`src/rtl/slq_pkg.sv`:
```
package slq_pkg;

  // Queue geometry
  localparam int DEPTH   = 128;
  localparam int IDX_W   = $clog2(DEPTH);
  localparam int FLOOR_W = 8;
  localparam int OUT_W   = FLOOR_W + 1;

  // Request codes
  localparam logic [2:0] REQ_ENQ    = 3'd0;
  localparam logic [2:0] REQ_DEQ    = 3'd1;
  localparam logic [2:0] REQ_CLEAR  = 3'd2;
  localparam logic [2:0] REQ_MARK   = 3'd3;
  localparam logic [2:0] REQ_SEARCH = 3'd4;

  // Controller to datapath
  typedef struct packed {
    logic load_req;  // capture the incoming transaction
    logic exec;      // apply the request to queue state
    logic walk;      // one step of the match walk
    logic load_out;  // move the result into the output register
  } slq_cmd_t;

  // Datapath to controller
  typedef struct packed {
    logic walk_go;    // request needs a walk over held slots
    logic walk_done;  // every held slot has been compared
    logic out_free;   // output register can take a result this cycle
  } slq_sts_t;

endpackage

```
`src/rtl/slq_ctrl.sv`:
```
module slq_ctrl
  import slq_pkg::*;
(
  input  logic     clk,
  input  logic     rst_n,
  input  logic     in_valid,
  output logic     in_stall,
  input  slq_sts_t sts,
  output slq_cmd_t cmd
);

  localparam logic [1:0] S_IDLE = 2'd0;
  localparam logic [1:0] S_EXEC = 2'd1;
  localparam logic [1:0] S_WALK = 2'd2;
  localparam logic [1:0] S_DONE = 2'd3;

  logic [1:0] state_r;
  logic [1:0] state_nxt;

  assign in_stall = (state_r != S_IDLE);

  // Next state and commands
  always_comb begin
    state_nxt    = state_r;
    cmd          = '0;
    case (state_r)
      S_IDLE: begin
        if (in_valid) begin
          cmd.load_req = 1'b1;
          state_nxt    = S_EXEC;
        end
      end
      S_EXEC: begin
        cmd.exec  = 1'b1;
        state_nxt = sts.walk_go ? S_WALK : S_DONE;
      end
      S_WALK: begin
        cmd.walk = 1'b1;
        if (sts.walk_done) begin
          cmd.walk  = 1'b0;
          state_nxt = S_DONE;
        end
      end
      S_DONE: begin
        if (sts.out_free) begin
          cmd.load_out = 1'b1;
          state_nxt    = S_IDLE;
        end
      end
      default: state_nxt = S_IDLE;
    endcase
  end

  always_ff @(posedge clk) begin
    if (!rst_n) begin
      state_r <= S_IDLE;
    end else begin
      state_r <= state_nxt;
    end
  end

endmodule

```
`src/rtl/slq_datapath.sv`:
```
module slq_datapath
  import slq_pkg::*;
(
  input  logic               clk,
  input  logic               rst_n,
  input  slq_cmd_t           cmd,
  output slq_sts_t           sts,
  input  logic [2:0]         in_req_type,
  input  logic [FLOOR_W-1:0] in_floor_num,
  input  logic               in_target_in,
  output logic               out_valid,
  input  logic               out_stall,
  output logic               out_accepted,
  output logic [OUT_W-1:0]   out_floor,
  output logic               out_target,
  output logic               out_found,
  output logic               out_is_empty,
  output logic               out_is_full,
  output logic [OUT_W-1:0]   out_tail_floor
);

  localparam logic [IDX_W-1:0] LAST_IDX = IDX_W'(DEPTH - 1);
  localparam logic [OUT_W-1:0] NONE     = '1;

  // Slot storage
  logic [FLOOR_W-1:0] floor_mem [DEPTH];
  logic               tgt_mem   [DEPTH];

  // Request capture
  logic [2:0]         req_r;
  logic [FLOOR_W-1:0] floor_r;
  logic               tgt_r;

  // Queue state
  logic [IDX_W-1:0]   head_r, head_nxt;
  logic [IDX_W-1:0]   tail_r, tail_nxt;
  logic               has_r, has_nxt;
  logic [FLOOR_W-1:0] tail_floor_r, tail_floor_nxt;
  logic               acc_r, acc_nxt;
  logic               found_r, found_nxt;

  // Walk state
  logic [IDX_W-1:0]   walk_idx_r, walk_idx_nxt;
  logic               walk_iss_r, walk_iss_nxt;
  logic               cmp_vld_r, cmp_vld_nxt;
  logic [IDX_W-1:0]   cmp_idx_r, cmp_idx_nxt;
  logic               hit;

  // Memory ports
  logic               rd_en;
  logic [IDX_W-1:0]   rd_addr;
  logic [FLOOR_W-1:0] rd_floor_r;
  logic               rd_tgt_r;
  logic               fwr_en;
  logic               twr_en;
  logic [IDX_W-1:0]   wr_addr;
  logic               twr_data;

  // Output register
  logic               ovld_r;

  assign hit = cmp_vld_r && (rd_floor_r == floor_r);

  assign sts.walk_go   = has_r && ((req_r == REQ_MARK) || (req_r == REQ_SEARCH));
  assign sts.walk_done = !walk_iss_r && !cmp_vld_r;
  assign sts.out_free  = !ovld_r || !out_stall;

  // Request execution and walk sequencing
  always_comb begin
    head_nxt       = head_r;
    tail_nxt       = tail_r;
    has_nxt        = has_r;
    tail_floor_nxt = tail_floor_r;
    acc_nxt        = acc_r;
    found_nxt      = found_r;
    walk_idx_nxt   = walk_idx_r;
    walk_iss_nxt   = walk_iss_r;
    cmp_vld_nxt    = cmp_vld_r;
    cmp_idx_nxt    = cmp_idx_r;
    rd_en          = 1'b0;
    rd_addr        = head_r;
    fwr_en         = 1'b0;
    twr_en         = 1'b0;
    wr_addr        = tail_r;
    twr_data       = tgt_r;

    if (cmd.load_req) begin
      acc_nxt      = 1'b0;
      found_nxt    = 1'b0;
      cmp_vld_nxt  = 1'b0;
      walk_iss_nxt = 1'b0;
    end

    if (cmd.exec) begin
      case (req_r)
        REQ_ENQ: begin
          if (!has_r) begin
            head_nxt       = '0;
            tail_nxt       = '0;
            has_nxt        = 1'b1;
            wr_addr        = '0;
            fwr_en         = 1'b1;
            twr_en         = 1'b1;
            tail_floor_nxt = floor_r;
            acc_nxt        = 1'b1;
          end else if (tail_r != LAST_IDX) begin
            tail_nxt       = tail_r + 1'b1;
            wr_addr        = tail_r + 1'b1;
            fwr_en         = 1'b1;
            twr_en         = 1'b1;
            tail_floor_nxt = floor_r;
            acc_nxt        = 1'b1;
          end
        end
        REQ_DEQ: begin
          if (has_r) begin
            rd_en   = 1'b1;
            rd_addr = head_r;
            acc_nxt = 1'b1;
            if (head_r == tail_r) begin
              head_nxt = '0;
              tail_nxt = '0;
              has_nxt  = 1'b0;
            end else begin
              head_nxt = head_r + 1'b1;
            end
          end
        end
        REQ_CLEAR: begin
          head_nxt = '0;
          tail_nxt = '0;
          has_nxt  = 1'b0;
        end
        REQ_MARK, REQ_SEARCH: begin
          walk_idx_nxt = head_r;
          walk_iss_nxt = has_r;
        end
        default: ;
      endcase
    end

    // Walk: issue one read per cycle, compare the previous read
    if (cmd.walk) begin
      cmp_vld_nxt = walk_iss_r;
      cmp_idx_nxt = walk_idx_r;
      if (walk_iss_r) begin
        rd_en   = 1'b1;
        rd_addr = walk_idx_r;
        if (walk_idx_r == tail_r) begin
          walk_iss_nxt = 1'b0;
        end else begin
          walk_idx_nxt = walk_idx_r + 1'b1;
        end
      end
      if (hit) begin
        found_nxt = 1'b1;
        if (req_r == REQ_MARK) begin
          twr_en   = 1'b1;
          wr_addr  = cmp_idx_r;
          twr_data = 1'b1;
        end
      end
    end
  end

  // Slot memories
  always_ff @(posedge clk) begin
    if (fwr_en) begin
      floor_mem[wr_addr] <= floor_r;
    end
    if (twr_en) begin
      tgt_mem[wr_addr] <= twr_data;
    end
    if (rd_en) begin
      rd_floor_r <= floor_mem[rd_addr];
      rd_tgt_r   <= tgt_mem[rd_addr];
    end
  end

  // Control state
  always_ff @(posedge clk) begin
    if (!rst_n) begin
      head_r     <= '0;
      tail_r     <= '0;
      has_r      <= 1'b0;
      walk_iss_r <= 1'b0;
      cmp_vld_r  <= 1'b0;
      ovld_r     <= 1'b0;
    end else begin
      head_r     <= head_nxt;
      tail_r     <= tail_nxt;
      has_r      <= has_nxt;
      walk_iss_r <= walk_iss_nxt;
      cmp_vld_r  <= cmp_vld_nxt;
      if (cmd.load_out) begin
        ovld_r <= 1'b1;
      end else if (!out_stall) begin
        ovld_r <= 1'b0;
      end
    end
  end

  // Payload registers
  always_ff @(posedge clk) begin
    if (cmd.load_req) begin
      req_r   <= in_req_type;
      floor_r <= in_floor_num;
      tgt_r   <= in_target_in;
    end
    tail_floor_r <= tail_floor_nxt;
    acc_r        <= acc_nxt;
    found_r      <= found_nxt;
    walk_idx_r   <= walk_idx_nxt;
    cmp_idx_r    <= cmp_idx_nxt;
    if (cmd.load_out) begin
      out_accepted   <= acc_r;
      out_found      <= found_r;
      out_is_empty   <= !has_r;
      out_is_full    <= has_r && (tail_r == LAST_IDX);
      out_tail_floor <= has_r ? {1'b0, tail_floor_r} : NONE;
      if (req_r == REQ_DEQ) begin
        out_floor  <= acc_r ? {1'b0, rd_floor_r} : NONE;
        out_target <= acc_r && rd_tgt_r;
      end else begin
        out_floor  <= '0;
        out_target <= 1'b0;
      end
    end
  end

  assign out_valid = ovld_r;

endmodule

```
`src/rtl/searchable_linear_queue.sv`:
```
// Searchable linear queue of floor requests.
// Input channel: in_valid/in_stall with in_req_type, in_floor_num, in_target_in.
// One request is taken at a time; in_stall is high from acceptance until
// its result has been moved into the output register.
// Result channel: out_valid/out_stall with one result per request. The
// output register holds a result while out_stall is high; the next request
// is accepted meanwhile and waits for the register before finishing.
// Enqueue, dequeue, clear, unknown codes and a mark or search of an empty
// queue go from capture through execute to the output register; mark and
// search of a held queue add a walk over its N held entries (up to 128),
// which reads the slot memory at one entry per cycle.
// Reset (rst_n low at a clock edge) empties the queue and drops any pending
// result; slot contents are not cleared, so no clearing pass is needed.
module searchable_linear_queue
  import slq_pkg::*;
(
  input  logic               clk,
  input  logic               rst_n,
  input  logic               in_valid,
  output logic               in_stall,
  input  logic [2:0]         in_req_type,
  input  logic [FLOOR_W-1:0] in_floor_num,
  input  logic               in_target_in,
  output logic               out_valid,
  input  logic               out_stall,
  output logic               out_accepted,
  output logic [OUT_W-1:0]   out_floor,
  output logic               out_target,
  output logic               out_found,
  output logic               out_is_empty,
  output logic               out_is_full,
  output logic [OUT_W-1:0]   out_tail_floor
);

  slq_cmd_t cmd;
  slq_sts_t sts;

  slq_ctrl u_ctrl (
    .clk      (clk),
    .rst_n    (rst_n),
    .in_valid (in_valid),
    .in_stall (in_stall),
    .sts      (sts),
    .cmd      (cmd)
  );

  slq_datapath u_dp (
    .clk            (clk),
    .rst_n          (rst_n),
    .cmd            (cmd),
    .sts            (sts),
    .in_req_type    (in_req_type),
    .in_floor_num   (in_floor_num),
    .in_target_in   (in_target_in),
    .out_valid      (out_valid),
    .out_stall      (out_stall),
    .out_accepted   (out_accepted),
    .out_floor      (out_floor),
    .out_target     (out_target),
    .out_found      (out_found),
    .out_is_empty   (out_is_empty),
    .out_is_full    (out_is_full),
    .out_tail_floor (out_tail_floor)
  );

endmodule

```
`config.mk`:
```
export PLATFORM = sky130hd
export DESIGN_NAME = searchable_linear_queue
export DESIGN_NICKNAME = d
export VERILOG_FILES = /design/src/rtl/slq_pkg.sv /design/src/rtl/slq_ctrl.sv /design/src/rtl/slq_datapath.sv /design/src/rtl/searchable_linear_queue.sv
export SDC_FILE = /design/constraint.sdc
export NUM_CORES = 2
export LEC_CHECK = 0
export BUFFER_PORTS_ARGS = -buffer_cell sky130_fd_sc_hd__clkbuf_2
export CORE_MARGIN = 10
export CORE_UTILIZATION = 30
export DETAILED_ROUTE_END_ITERATION = 10
export MAX_ROUTING_LAYER = met4
export PLACE_DENSITY = 0.44
export SETUP_SLACK_MARGIN = 0.5
export SLEW_MARGIN = 20
export SYNTH_ARGS = -nofsm -noshare
export SYNTH_HDL_FRONTEND = slang
export SYNTH_SLANG_ARGS = --single-unit
```
`constraint.sdc`:
```
create_clock -name clk -period 14 [get_ports clk]
set_input_delay 1.4 -clock clk [delete_from_list [all_inputs] [get_ports clk]]
set_output_delay 1.4 -clock clk [all_outputs]
set_load 0.1 [all_outputs]
```
Word level (Yosys, flattened, before mapping)
Memory sizes are Yosys's and may differ from the RTL's. A register that Yosys moved wholly into a read port is not among the register bits.
Cells that the tools add are included.
{"block": "word_totals", "inputBits": 16, "out_inout_bits": 25, "ff_bits": 79, "elab_cells": 149, "ramBits": 1152, "mem_count": 2}
{"name": "u_dp.floor_mem", "depth": 128, "width": 8, "read_ports": 1, "rd_ports_with_merged_regs": 1, "write_ports": 1, "line": "slq_datapath.sv:26", "text": "logic [FLOOR_W-1:0] floor_mem [DEPTH];"}
{"name": "u_dp.tgt_mem", "depth": 128, "width": 1, "read_ports": 1, "rd_ports_with_merged_regs": 1, "write_ports": 1, "line": "slq_datapath.sv:27", "text": "logic tgt_mem [DEPTH];"}
{"block": "classes", "n_mux": 78, "n_reduce_logical": 23, "add_sub_neg": 3, "eq_ne": 20}
{"op": "7-bit two-way mux", "n": 19}
{"op": "1-bit two-way mux", "n": 47}
{"op": "7-bit case mux with 3 select lines", "n": 2}
{"op": "7-bit by 1-bit adder with 7-bit output, second input constant", "n": 3}
{"op": "9-bit two-way mux", "n": 2}
{"op": "8-bit two-way mux", "n": 2}
{"op": "7-bit == test", "n": 2}
{"op": "2-bit inequality test, second input constant", "n": 5}
{"op": "8-bit == test", "n": 1}
{"op": "2-bit case mux with 4 select lines", "n": 1}
{"op": "4-bit AND reduction", "n": 2}
{"op": "7-bit == test, second input constant", "n": 1}
{"op": "7-bit inequality test, second input constant", "n": 1}
{"op": "3-bit by 2-bit == test with 1-bit output, second input constant", "n": 2}
{"op": "2-bit two-way mux", "n": 3}
{"op": "2-bit by 1-bit inequality test with 1-bit output, second input constant", "n": 3}
{"op": "3-bit AND reduction", "n": 2}
{"op": "1-bit logical AND", "n": 5}
{"op": "1-bit logical NOT", "n": 5}
{"op": "2-bit == test, second input constant", "n": 2}
{"op": "2-bit nonzero test", "n": 2}
{"op": "3-bit by 1-bit == test with 1-bit output, second input constant", "n": 1}
{"op": "3-bit == test, second input constant", "n": 1}
{"op": "3-bit logical NOT", "n": 1}
{"op": "8 further kinds", "n": 9}

Depth between registers and ports, before layout
{"block": "depth", "ltp_word": 10, "depth_mapped": 16, "depth_no_buf": 9}

Hierarchy
From an unflattened synthesis, not the netlist that was laid out.
{"block": "hier_totals", "hier_cells": 3418, "hier_area_um2": 50687.4}
{"module": "slq_datapath", "instances": 1, "cells_per_inst": 3391, "area_per_inst_um2": 50440.9, "seq_area_each_um2": 36875.4}
{"module": "slq_ctrl", "instances": 1, "cells_per_inst": 27, "area_per_inst_um2": 246.5, "seq_area_each_um2": 40.0}

Worst setup path after synthesis
No wires, ideal clock.
{"block": "synth_timing", "path_kind": "register to register", "start": "register u_dp.floor_r[7]", "end": "memory u_dp.tgt_mem[0], data pin", "required_time_ns": 13.449, "path_buffers": 0, "period_less_slack_ns": 5.077, "setup_time_ns": 0.551, "path_stages_with_launch": 5, "setup_slack_ns": 8.923, "arrival_time_ns": 4.526, "cell_sequence": "edfxtp_1 -> xor2_1 -> nor4_1 -> nand4_1 -> nand2b_1"}
{"block": "synth_via", "elab_chain_cells": 4}
{"item": "start: declaration", "line": "slq_datapath.sv:31", "text": "logic [FLOOR_W-1:0] floor_r;"}
{"item": "start signal: assignment", "line": "slq_datapath.sv:207", "text": "floor_r <= in_floor_num;"}
{"item": "8-bit == test", "line": "slq_datapath.sv:62", "text": "assign hit = cmp_vld_r && (rd_floor_r == floor_r);"}
{"item": "1-bit logical AND", "line": "slq_datapath.sv:62"}
{"item": "1-bit two-way mux", "line": "slq_datapath.sv:155", "text": "if (hit) begin"}
{"item": "1-bit two-way mux", "line": "slq_datapath.sv:143", "text": "if (cmd.walk) begin"}
{"item": "named net u_dp.twr_data", "line": "slq_datapath.sv:57", "text": "logic twr_data;"}
{"item": "end: declaration", "line": "slq_datapath.sv:27"}
The timed path passes the listed nets, and every way through them passes these cells.

Final worst setup path
{"block": "layout_timing", "start": "register u_dp.floor_r[7]", "end": "memory u_dp.floor_mem[75][5], enable pin"}
{"block": "layout_via", "elab_chain_cells": 4}
{"item": "8-bit == test", "line": "slq_datapath.sv:62"}
{"item": "1-bit logical AND", "line": "slq_datapath.sv:62"}
{"item": "7-bit two-way mux", "line": "slq_datapath.sv:155"}
{"item": "7-bit two-way mux", "line": "slq_datapath.sv:143"}
{"item": "end: declaration", "line": "slq_datapath.sv:26"}
No other way between the ends.

==> flow_metrics.tcl <==
set metrics [dict create \
    status "completed" \
    htree_levels 4 \
    regArea_sq_um 36900 \
    yosysSeqAreaShare 0.738 \
    grt_pass1_vias 28580 \
    grt_overflow 0 \
    ir_worst_vdd_uv 133 \
    syn_avg_cell_area_sq_um 15.2 \
    switching_share 0.233 \
    synthTopCellsByCount "edfxtp_1, nand2_1, nor2_1, mux2i_1, a32oi_1" \
    netlist_instances 3296 \
    clock_skew_ns 0.0309 \
    synth_nets 3320 \
    min_period_over_period 0.450 \
    grt_first_pass_wirelength_microns 218000 \
    cts_tree "built" \
    crit_path_start_kind "flip-flop" \
    dieArea_sq_um 183000 \
    dpl-instance-area_sq_um 52600 \
    io_pins 41 \
    multi_input_area_sq_um 12100 \
    portBuffers 40 \
    hpwlAfterDp_microns 91600 \
    hold_slack_ns 0.447 \
    slew_viol_final 0 \
    synth_area_sq_um 50000 \
    clockBufferDepth 3 \
    wl_per_cell_microns 27.0 \
    cp-end-kind "flip-flop" \
    cts_buffers 142 \
    cts_setup_buffers 0 \
    setup_violations 0 \
    antenna_found_initial 10 \
    synth_edf_count 1210 \
    yosys-top-cells-area "edfxtp_1, nand2_1, mux4_2, mux2i_1, nor2_1" \
    start_util 0.302 \
    final_antenna_net_count 0 \
    fmax_ghz 0.159 \
    clk_pin_slew_worst_paths_ns 0.06 \
    leakage_nw 17.9 \
    yosys_most_used_dff "edfxtp_1" \
    cts.sinks 1239 \
    yosysMostFrequentCell "edfxtp_1" \
    arrival_ns 6.69 \
    min_path_type "reg -> reg" \
    ys.warnings.count 0 \
    drt_iter0_drc 2648 \
    grt_max_degree 137 \
    rsz0062_at_grt "no" \
    criticalPathCategory "reg -> reg" \
    ys_ff_latch 1239 \
    ctsHoldBuffers 0 \
    combPwrFrac 0.059 \
    num-fill-cells 15905 \
    cts_root_buf "clkbuf_16" \
    syn_to_final_growth_pct 13.9 \
    seq_power_share 0.514 \
    fp-row-count 149 \
    p_per_area_nw_per_um2 148 \
    maxCapViolCount 0 \
    drive_above_1_share 0.123 \
    avgViaCountPerCell 5.14 \
    p_int_w 0.00648 \
    yosysUniqueCellTypes 81 \
    slew_headroom 0.213 \
    fin_tns_setup_ns 0 \
    hold_violations 0 \
    required_ns 14.40 \
    path_max_fanout 54 \
    drc 0 \
    fin_area_sq_um 57000 \
    period_minus_slack_ns 6.30 \
    vias 28942 \
    grtUsageTotal 0.166 \
    worstMarginPinSlew_ns 1.18 \
    power.switching_w 0.00197 \
    netlist.area_leader.share 0.727 \
    drt_pass1_iterations 8 \
    die_h_microns 428 \
    place_congestion 0.797 \
    worstSkewPairLatency_ns 0.77 \
    routed_wl_microns 152000 \
    async_reset_ff_frac 0 \
    fp.dieW_microns 428 \
    fin_nets 3360 \
    post-synth-top-area-cell "edfxtp_1" \
    coreArea_sq_um 165000 \
    p_clk_frac 0.427 \
    cts_resized 0 \
]
[registers in the layout, summed over array words and instances, names as in the netlist, 2 cells and up]
name and cells:
u_dp.tail_floor_r 8, u_dp.floor_r 8, u_dp.rd_floor_r 8, u_dp.tail_r 7
u_dp.out_floor 9, u_dp.req_r 3, u_ctrl.state_r 2, u_dp.cmp_idx_r 7
u_dp.floor_mem 1024, u_dp.out_tail_floor 9, u_dp.head_r 7, u_dp.walk_idx_r 7
u_dp.tgt_mem 128
[power groups by stage]
stage                     registers (W)  logic [W]  clock network, W
after global routing            0.00435   0.000539           0.00383
after floorplan                 0.00453   0.000154                 0
after detailed placement        0.00442   0.000513                 0
after global placement          0.00442   0.000512                 0
final                           0.00435   0.000496           0.00361
after CTS                       0.00434   0.000513           0.00368
[logic make-up after synthesis]
group / count (synthesis) / synth area share
simple gates: 1108 / 0.0945
fa+ha+maj: 8 / 0.00200
mux: 267 / 0.0739
buf+inv: 223 / 0.0226
xor+xnor: 28 / 0.00490
flops: 1239 / 0.738
compound gates: 423 / 0.0639
[stage by stage]
step / utilization / setup WS, ns / total power [W] / instances
floorplan: - / 8.92 / 0.00468 / 3296
global placement: 0.318 / 7.40 / 0.00493 / 5379
detailed placement: 0.318 / 7.66 / 0.00493 / 5381
CTS: 0.345 / 7.58 / 0.00854 / 5632
global route: 0.345 / 7.31 / 0.00872 / 5632
finish: 0.345 / 7.70 / 0.00845 / 5633
[cells in the final DEF (no fill, tap or decap), types with 36 or more instances in the layout]
master | Yosys | layout
a21oi_1 | 79 | 79
a32oi_1 | 126 | 126
buf_4 | 12 | 56
clkbuf_1 | 88 | 36
clkbuf_16 | 0 | 146
clkbuf_2 | 0 | 40
edfxtp_1 | 1210 | 1210
mux2i_1 | 181 | 180
mux4_2 | 81 | 81
nand2_1 | 539 | 536
nand3_1 | 123 | 122
nor2_1 | 321 | 315
o21ai_0 | 45 | 45
[routing by layer]
| metal | GRT usage | wire length, microns |
|---|---|---|
| met1 | 0.231 | 71000 |
| met2 | 0.253 | 70000 |
| met3 | 0.0261 | 7760 |
| met4 | 0.0429 | 3270 |
| met5 | - | 0 |
[worst max-delay path, cell delays in order, from the launching register on]
cell	delay (ns)
edfxtp_1	0.98
buf_4	0.64
xor2_1	0.14
nor4_1	0.67
and4_1	0.66
a211oi_1	0.15
nor2_1	0.54
nand3_2	0.98
nor2_1	0.98
[area by class of cell]
| cell class | instances | area share |
|---|---|---|
| Inverter | 17 | 0.00112 |
| Timing Repair Buffer | 102 | 0.0128 |
| Multi-Input combinational cell | 1834 | 0.212 |
| Antenna cell | 1 | 0.0000439 |
| Clock buffer | 184 | 0.0670 |
| Clock inverter | 67 | 0.0107 |
| Sequential cell | 1239 | 0.648 |
| Tap cell | 2189 | 0.0481 |
[path summary, 6_finish.rpt]
path | start | to | slack (ns) | depth (start not counted)
min reg2reg | u_dp.found_r$_DFF_P_ | u_dp.out_found$_DFFE_PP_ | 0.45 | 0
max | u_dp.floor_r[7]$_DFFE_PP_ | u_dp.floor_mem[75][5]$_DFFE_PP_ | 7.70 | 8
min | u_dp.found_r$_DFF_P_ | u_dp.out_found$_DFFE_PP_ | 0.45 | 0
max reg2reg | u_dp.floor_r[7]$_DFFE_PP_ | u_dp.floor_mem[75][5]$_DFFE_PP_ | 7.70 | 8
Power figures use the tool's default switching activity.
